**config.mk**
```make
export PLATFORM = sky130hd
export DESIGN_NAME = lbpx_ctrl
export DESIGN_NICKNAME = d
export VERILOG_FILES = /design/src/hw/rtl/lbpx_pkg.sv /design/src/hw/rtl/lbpx_ctrl.sv
export SDC_FILE = /design/constraint.sdc
export NUM_CORES = 1
export LEC_CHECK = 0
export BUFFER_PORTS_ARGS = -buffer_cell sky130_fd_sc_hd__buf_2
export CAP_MARGIN = 20
export CORE_AREA = 2 2 39 41
export CTS_CLUSTER_DIAMETER = 80
export CTS_CLUSTER_SIZE = 30
export DETAILED_ROUTE_END_ITERATION = 7
export DIE_AREA = 0 0 41 43
export GPL_ROUTABILITY_DRIVEN = 0
export SETUP_SLACK_MARGIN = 0.3
export SYNTH_ARGS = -nofsm -noshare
export SYNTH_HDL_FRONTEND = slang
export SYNTH_SLANG_ARGS = --single-unit
```
**constraint.sdc**
```tcl
create_clock -name clk -period 1.3 [get_ports clk]
set_clock_uncertainty 0.2 [all_clocks]
set_input_delay 0.065 -clock clk [delete_from_list [all_inputs] [get_ports clk]]
set_output_delay 0.065 -clock clk [all_outputs]
set_load 0.1 [all_outputs]
```
**src/hw/rtl/lbpx_pkg.sv**
```systemverilog
`timescale 1ns / 1ps
package lbpx_pkg;
  localparam int MaxFrames = 16384;
  localparam int SampleBits = 24;
  localparam int GainBits = 16;
  localparam int PosBits = $clog2(MaxFrames);
  localparam int LenBits = PosBits + 1;
  localparam int AddrBits = PosBits + 2;
  localparam int QBits = 2 * GainBits + 1;

  typedef enum logic [1:0] {
    MODE_PULL = 2'd0,
    MODE_LOAD = 2'd1,
    MODE_COMMIT = 2'd2,
    MODE_NONE = 2'd3
  } mode_t;

  typedef struct packed {
    logic [1:0] mode;
    logic signed [SampleBits-1:0] sample_in;
    logic load_last;
    logic filter_only;
  } in_beat_t;

  typedef struct packed {
    logic signed [SampleBits-1:0] sample_out;
    logic [PosBits-1:0] play_position;
    logic ready_res;
    logic commit_waiting;
  } out_beat_t;

  typedef struct packed {
    logic start;
    logic rd_new;
    logic rd_old;
    logic div_start;
    logic sqrt_start;
    logic mix;
    logic finish;
  } cmd_t;

  typedef struct packed {
    logic fading;
    logic div_done;
    logic sqrt_done;
  } sts_t;
endpackage

```
**src/hw/rtl/lbpx_ctrl.sv**
```systemverilog
`timescale 1ns / 1ps
module lbpx_ctrl (
  input  logic clk,
  input  logic rst,
  input  logic in_go,
  input  logic is_pull,
  input  logic out_taken,
  input  lbpx_pkg::sts_t sts,
  output lbpx_pkg::cmd_t cmd,
  output logic busy,
  output logic out_valid
);
  typedef enum logic [2:0] {
    S_IDLE, S_RDNEW, S_RDOLD, S_DIV, S_SQRT, S_MIX, S_OUT
  } state_t;
  state_t state;

  always_comb begin
    cmd = '0;
    cmd.start = in_go;
    cmd.rd_new = (state == S_RDNEW);
    cmd.rd_old = (state == S_RDOLD);
    cmd.div_start = (state == S_RDOLD) && sts.fading;
    cmd.sqrt_start = (state == S_DIV) && sts.div_done;
    cmd.mix = (state == S_MIX);
    cmd.finish = (state == S_RDOLD) && !sts.fading || cmd.mix;
  end
  assign busy = (state != S_IDLE);

  always_ff @(posedge clk) begin
    if (rst) begin
      state <= S_IDLE;
      out_valid <= 1'b0;
    end else begin
      unique case (state)
        S_IDLE: begin
          if (in_go) begin
            if (is_pull) begin
              state <= S_RDNEW;
            end else begin
              state <= S_OUT;
              out_valid <= 1'b1;
            end
          end
        end
        S_RDNEW: state <= S_RDOLD;
        S_RDOLD: begin
          if (sts.fading) begin
            state <= S_DIV;
          end else begin
            state <= S_OUT;
            out_valid <= 1'b1;
          end
        end
        S_DIV: if (sts.div_done) state <= S_SQRT;
        S_SQRT: if (sts.sqrt_done) state <= S_MIX;
        S_MIX: begin
          state <= S_OUT;
          out_valid <= 1'b1;
        end
        S_OUT: begin
          if (out_taken) begin
            state <= S_IDLE;
            out_valid <= 1'b0;
          end
        end
        default: state <= S_IDLE;
      endcase
    end
  end
endmodule

```
# After elaboration in Yosys (flattened, before gate mapping)
# Cells that the tools add are included.
# Widths: inputs -> output; s select.
classes:
  n_eq_ne: 12
  n_reduce_logical: 10
  muxes: 12
ops:
  columns: ["cell", "count"]
  rows:
  - ["$pmux 3 s7", 1]
  - ["$mux 3", 6]
  - ["$ne 2x2->1 const B", 6]
  - ["$eq 3x3->1 const B", 3]
  - ["$eq 3x2->1 const B", 2]
  - ["$reduce_and 5->1", 1]
  - ["$mux 1", 4]
  - ["$pmux 1 s4", 1]
  - ["$reduce_and 4->1", 1]
  - ["$reduce_bool 4->1", 1]
  - ["$eq 3x1->1 const B", 1]
  - ["$logic_and 1x1->1", 3]
  - ["$logic_not 3->1", 1]
  - ["$reduce_bool 3->1", 1]
  - ["$logic_not 1->1", 1]
  - ["$logic_or 1x1->1", 1]
totals:
  reg_bits: 4

# Logic depth before layout (Yosys ltp)
# Gate-level depths: netlist (run 1).
logic_depth:
  word_depth: 3
  mapped_depth: 4
  ltp_nobuf: 3

# Least setup slack after synthesis (run 1)
# No wires, ideal clock.
synth_path:
  path_kind: "register to output"
  start: "register state[0]"
  end: "output cmd[5] (netlist name)"
  path_stages_with_launch: 4
  arrival_ps: 2634
  path_slack_ps: -1599
  path_cell_list: "dfxtp_1 -> buf_6 -> inv_1 -> nor3_1"
synth_rtl:
  columns: ["item", "line", "source"]
  rows:
  - ["start: declaration", "lbpx_ctrl.sv:16", "state_t state;"]
  - ["start signal: assignment", "lbpx_ctrl.sv:32", "state <= S_IDLE;"]
  - ["start signal: assignment", "lbpx_ctrl.sv:39", "state <= S_RDNEW;"]
  - ["start signal: assignment", "lbpx_ctrl.sv:41", "state <= S_OUT;"]
  - ["end: declaration", "lbpx_ctrl.sv:9", "output lbpx_pkg::cmd_t cmd,"]

# Final worst setup path (run 1)
layout_path:
  start: "register state[1]"
  end: "output busy"
layout_via:
  elab_chain_len: 1
layout_lines:
  columns: ["item", "line", "source"]
  rows:
  - ["$reduce_bool 3->1", "lbpx_ctrl.sv:28", "assign busy = (state != S_IDLE);"]
  - ["end: declaration", "lbpx_ctrl.sv:10", "output logic busy,"]
# Every way passes these cells.

==> results of run 1 <==
how the worst max path moves through the flow:
| stage | slack, ns | endpoint | from |
|---|---|---|---|
| after floorplan | -0.27 | cmd[5] | state[0]$_SDFFE_PP0P_ |
| after global placement | -0.13 | state[2]$_SDFFE_PP0P_ | state[1]$_SDFFE_PP0P_ |
| after detailed placement | -0.17 | state[0]$_SDFFE_PP0P_ | state[1]$_SDFFE_PP0P_ |
| after CTS | -0.21 | cmd[5] | state[0]$_SDFFE_PP0P_ |
| after global routing | -0.22 | busy | state[1]$_SDFFE_PP0P_ |
| final | -0.20 | busy | state[1]$_SDFFE_PP0P_ |
cells in the final DEF (no fill, tap or decap), types with 3 or more instances in the layout:
master | netlist | layout
buf_12 | 0 | 9
buf_6 | 3 | 7
clkbuf_4 | 0 | 3
buf_4 | 1 | 12
inv_1 | 5 | 4
buf_2 | 1 | 8
dfxtp_4 | 0 | 4
flip-flops by register name, summed over array words and instances, names as in the netlist:
register / cells
state: 3
out_valid: 1
metal layers:
layer,share of wire,vias to the layer above,global-route usage
met1,0.41,245,0.2258
li1,-,261,-
met2,0.52,14,0.2938
met5,0,-,0
met4,0.022,0,0.08000
met3,0.046,4,0.05236
what timing repair did:
action,4_1_cts,5_1_grt
pin swaps,5,6
buffers inserted,7,2
endpoints found under the setup margin,12,12
endpoints found under the hold margin,3,3
gates resized for setup,17,2
per-stage QoR:
| step | std cells | setup WS [ns] | setup TNS (ns) | area [um2] |
|---|---|---|---|---|
| after floorplan | 51 | -0.2658 | -0.9236 | 508.0 |
| after global placement | 89 | -0.1306 | -0.5934 | 764.5 |
| after detailed placement | 89 | -0.1711 | -0.9635 | 764.5 |
| after CTS | 99 | -0.2063 | -1.672 | 915.9 |
| after global routing | 101 | -0.2215 | -2.012 | 943.4 |
| final | 101 | -0.1954 | -1.571 | 943.4 |
worst max-delay path, delay by kind of cell (launching register included):
family,cells,cell delay (ns)
DFF,1,0.37
and+or+nand+nor,1,0.33
buffers and inverters,2,0.29
synth_stat cells, drive strengths merged:
cell type and count:
nand2 2, a21o 2, o22ai 1, buf 5, nor3b 1, o21ai 2
inv 5, and4bb 2, nor4 1, a31oi 1, mux2i 1, nand2b 1
o221a 1, or3 2, and3b 1, a311oi 1, a32o 1, nor2 4
nor2b 1, a211oi 3, o221ai 1, nor3 2, or2 1, and3 1
dfxtp 4, nand3b 3, and2 1
power groups by stage:
| stage | clock (mW) | combinational, mW | sequential (mW) |
|---|---|---|---|
| floorplan | 0 | 1.20 | 0.334 |
| detailed placement | 0 | 1.79 | 0.339 |
| CTS | 0.159 | 2.11 | 0.345 |
| global placement | 0 | 1.78 | 0.329 |
| finish | 0.156 | 2.17 | 0.340 |
| global route | 0.169 | 2.26 | 0.358 |
cells by family after synthesis:
| logic type | Yosys count |
|---|---|
| buffers and inverters | 10 |
| AO/OA/AOI/OAI | 13 |
| flip-flops | 4 |
| multiplexers | 1 |
| AND/OR/NAND/NOR | 23 |
final cells by class:
class	instances	area (um2)	area share
flip-flops and latches	4	95.09	0.1008
well taps	16	20.02	0.02122
multi-input cells	37	395.4	0.4191
repair buffers	36	389.1	0.4125
inverters	5	21.27	0.02255
clock buffers	3	22.52	0.02387
==> flow_summary.yaml, run 1 <==
pwr:
  irDropWorstVdd_uv: 2670
  intPower_mw: 1.342
  switching_share: 0.4970
  cellPowerDensity_nw_per_um2: 2827
  combPwrFrac: 0.814
  pwr-share-seq: 0.128
  switchingPower_mw: 1.326
  p_total_mw: 2.667
  clkPwrFrac: 0.058
  p_leak_nw: 0.4167
synth:
  syn_avg_cell_area_um2: 8.807
  muxShareOfSynthArea: 0.02228
  synth_adder_area_share: 0
  synth_top_family_by_area: "simple AND/OR/NAND/NOR gates"
  synth_simple_gate_area_frac: 0.4067
  synth_xor_area_frac: 0
  synth.area.top_cells: "dfxtp_1, buf_6, a211oi_1"
  syn_inst: 51
  synth_compound_area_frac: 0.2479
  synthDistinctLibCells: 33
  synthDominantCellAreaShare: 0.1783
  syn-num-nets: 59
  syn-cell-area_um2: 449.2
  yosysTopAreaCell: "dfxtp_1"
  yosysWarningCount: 0
  synth-seq-area-share: 0.1783
  yosys_register_bits: 4
route:
  drtPass1Iterations: 4
  vias: 524
  routed_wl_um: 1425
  via_per_inst: 5.188
  final_antenna_net_count: 0
  drc: 0
  drt_iter0_markers: 7
  wl_per_cell_um: 14.11
timing:
  hold_viol_final: 3
  maxSlewViolCount: 0
  hold_slack_ns: -0.1165
  slew_headroom: 0.6809
  rsz0062_at_grt: "yes"
  fin_ws_ns: -0.1954
  clock.fmax_ghz: 0.6687
  worst_slew_pin_slew_ns: 0.4819
  setup_violations: 11
  finalCritPeriodShare: 1.150
  fin_crit_ns: 1.495
critical_path:
  r2r_start: "state[1]$_SDFFE_PP0P_"
  cp.arrival_ns: 1.23
  worst-r2r-setup-slack_ns: -0.14
  crit_type: "reg -> out"
  start_kind: "flip-flop"
  reg2reg_to: "state[0]$_SDFFE_PP0P_"
  endpoint_kind: "output pin"
  reg2reg_depth: 4
  cp_cell_sequence: "buf_6 -> or3_4 -> buf_12"
  critical_path_required_ns: 1.03
  crit_fanout: 8
  cp_slowest_cell: "dfxtp_4"
  slowest_delay_ns: 0.37
cts:
  cts.clk_slew.worst_paths_ns: 0.04
  cts_htree_levels: 1
  clkLatencyLatePin_ns: 0.24
  numCtsBuffers: 3
  cts_buffer_depth: 2
  tritoncts: "yes"
  clkSinkCount: 4
  clock-root-buffer: "clkbuf_4"
final_layout:
  fin_util: 0.6817
  antenna_cells: 0
  areaGrowthSynthToFinish_pct: 110.0
  fillers: 122
  drive_above_1_share: 0.7529
  fin_nets: 95
placed_design:
  portBuffers: 16
  place_hpwl_um: 959.6
worst_hold_path:
  min_from: "rst"
  hold_class: "in -> reg"
  holdPathStages: 2
  hold-path-endpoint: "state[1]$_SDFFE_PP0P_"
die:
  fp.dieW_um: 41
  die_area_um2: 1763
  io_pins: 17
  floorplan.initialDensity: 0.3246
  die_h_um: 43
  core_area_um2: 1384
  rows: 14
global_route:
  grt_pass1_vias: 498
  grt_pass1_wl_um: 2201
  antenna_found_initial: 0
  grt_start_max_net_pins: 9
  grt_usage: 0.1869
  grt_remaining_overflow: 0
status:
  violations: "negative hold slack, negative setup slack"
  status: "finished with violations"
flow_run:
  max_cap_violations: 0
(Power assumes the default switching activity.)
==> inputs of run 2 (changes only) <==
==> constraint.sdc (replaced) <==
create_clock -name clk -period 1.3 [get_ports clk]
set_clock_uncertainty 0.2 [all_clocks]
set_input_delay 0.065 -clock clk [delete_from_list [all_inputs] [get_ports clk]]
set_output_delay 0.065 -clock clk [all_outputs]
set_load 0.01 [all_outputs]
==> run 2 against run 1 <==
Against the previous run:
- the flow still finishes with violations (negative hold slack, negative setup slack)
- clock power about the same
- sequential power decreased by 6.2%
- first-iteration DRC count decreased by 14%
- cell count increased by 4.0%
- worst hold slack got worse by 0.0015 ns
- via count increased by 2.9%
- die area unchanged
- fmax increased by 0.48%
- power decreased by 26%
- combinational power decreased by 31%
- final area decreased by 3.3%
- critical endpoint unchanged
==> flow_summary.yaml, run 2 (same netlist as run 1, synthesis figures left out) <==
cts:
  clkLatencyLatePin_ns: 0.24
  cts_buffer_depth: 2
  cts.clk_slew.worst_paths_ns: 0.04
  tritoncts: "yes"
  cts_htree_levels: 1
  clock-root-buffer: "clkbuf_4"
  clkSinkCount: 4
  numCtsBuffers: 3
worst_hold_path:
  holdPathStages: 2
  hold_class: "in -> reg"
timing:
  worst_slew_pin_slew_ns: 0.2502
  setup-tns-final_ns: -1.446
  hold_slack_ns: -0.1180
  rsz0062_at_grt: "yes"
  fin_ws_ns: -0.1882
  finalCritPeriodShare: 1.145
  setup_violations: 11
  slew_headroom: 0.8322
  maxSlewViolCount: 0
  fin_crit_ns: 1.488
  clock.fmax_ghz: 0.6719
  hold_viol_final: 3
critical_path:
  critical_path_required_ns: 1.03
  reg2reg_depth: 4
  endpoint_kind: "output pin"
  crit_fanout: 7
  crit_type: "reg -> out"
  start_kind: "flip-flop"
  cp.arrival_ns: 1.22
placed_design:
  place_hpwl_um: 972.7
  placed_area_um2: 734.5
  portBuffers: 16
  dp.cells: 95
final_layout:
  drive_above_1_share: 0.7528
  areaGrowthSynthToFinish_pct: 103.1
  most-common-layout-cells: "buf_6, buf_2, buf_4"
  postLayoutCellArea_um2: 912.1
  top_regs: "state: 3 flops, out_valid: 1 flops"
  layout_commonest_cell: "buf_6"
  largest_reg_flops: 3
  stdcell_count: 105
  antenna_cells: 0
  fillers: 112
  fin_nets: 99
  regMostFlops: "state"
die:
  core_area_um2: 1384
  rows: 14
  die_h_um: 43
  fp.dieW_um: 41
  io_pins: 17
  die_area_um2: 1763
  floorplan.initialDensity: 0.3246
route:
  wl_per_cell_um: 13.59
  final_antenna_net_count: 0
  vias: 539
  routed_wl_um: 1427
  drt_iter0_markers: 6
  drc: 0
  drtPass1Iterations: 4
  via_per_inst: 5.133
pwr:
  cellPowerDensity_nw_per_um2: 2153
  irDropWorstVdd_uv: 1122
  p_total_mw: 1.964
  p_leak_nw: 0.4312
status:
  violations: "negative hold slack, negative setup slack"
  status: "finished with violations"
global_route:
  grt_usage: 0.2024
  grt_remaining_overflow: 0
  antenna_found_initial: 0
  grt_pass1_wl_um: 2325
  grt_start_max_net_pins: 8
  grt_pass1_vias: 524
flow_run:
  max_cap_violations: 0
==> run 2: cell types whose count changed in the layout (fill, tap and decap cells not counted), moves of 2 or more <==
cell / delta
buf_4: -2
buf_12: -7
buf_2: +4
buf_6: +9
==> run 2: worst paths after layout <==
kind,startpoint,end,slack [ns]
worst min-delay path,rst,state[0]$_SDFFE_PP0P_,-0.12
worst max-delay path,state[1]$_SDFFE_PP0P_,busy,-0.19
worst max register to register,state[1]$_SDFFE_PP0P_,out_valid$_SDFFE_PP0P_,-0.18
worst min register to register,out_valid$_SDFFE_PP0P_,out_valid$_SDFFE_PP0P_,0.41
==> run 2: cell type report <==
class / instances / area, um2 / area share
multi-input cells: 37 / 392.9 / 0.4307
repair buffers: 40 / 355.3 / 0.3896
flip-flops and latches: 4 / 95.09 / 0.1043
inverters: 5 / 26.28 / 0.02881
clock buffers: 3 / 22.52 / 0.02469
well taps: 16 / 20.02 / 0.02195
==> run 2: through the flow <==
stage / setup WS (ns) / util
after detailed placement: -0.1790 / 0.5307
final: -0.1882 / 0.6591
after global placement: -0.1816 / 0.5307
after global routing: -0.2282 / 0.6591
after floorplan: 0.02213 / -
after CTS: -0.1883 / 0.6293
==> run 2: worst max-delay path, stage by stage (launching register included) <==
cell	delay (ns)
dfxtp_4	0.36
buf_6	0.12
or3_4	0.37
buf_6	0.13
==> run 2: what timing repair did <==
item,in CTS,in global routing
cloned,0,0
setup endpoints to repair,12,12
pin swaps,6,2
setup buffers,7,0
endpoints found under the hold margin,3,3
gates resized for setup,17,10
==> run 2: power breakdown <==
part	switching, mW	leakage, nW	internal, mW
Combinational	0.570	0.382	0.919
Sequential	0.111	0.0357	0.208
Clock	0.0526	0.0138	0.103
Total	0.733	0.431	1.23
==> run 2: routing by layer <==
layer,share of wire,up-vias,global-route usage
met5,0,-,0
met4,0.026,0,0.1200
met3,0.022,5,0.04712
met2,0.52,9,0.3156
met1,0.43,259,0.2370
li1,-,266,-
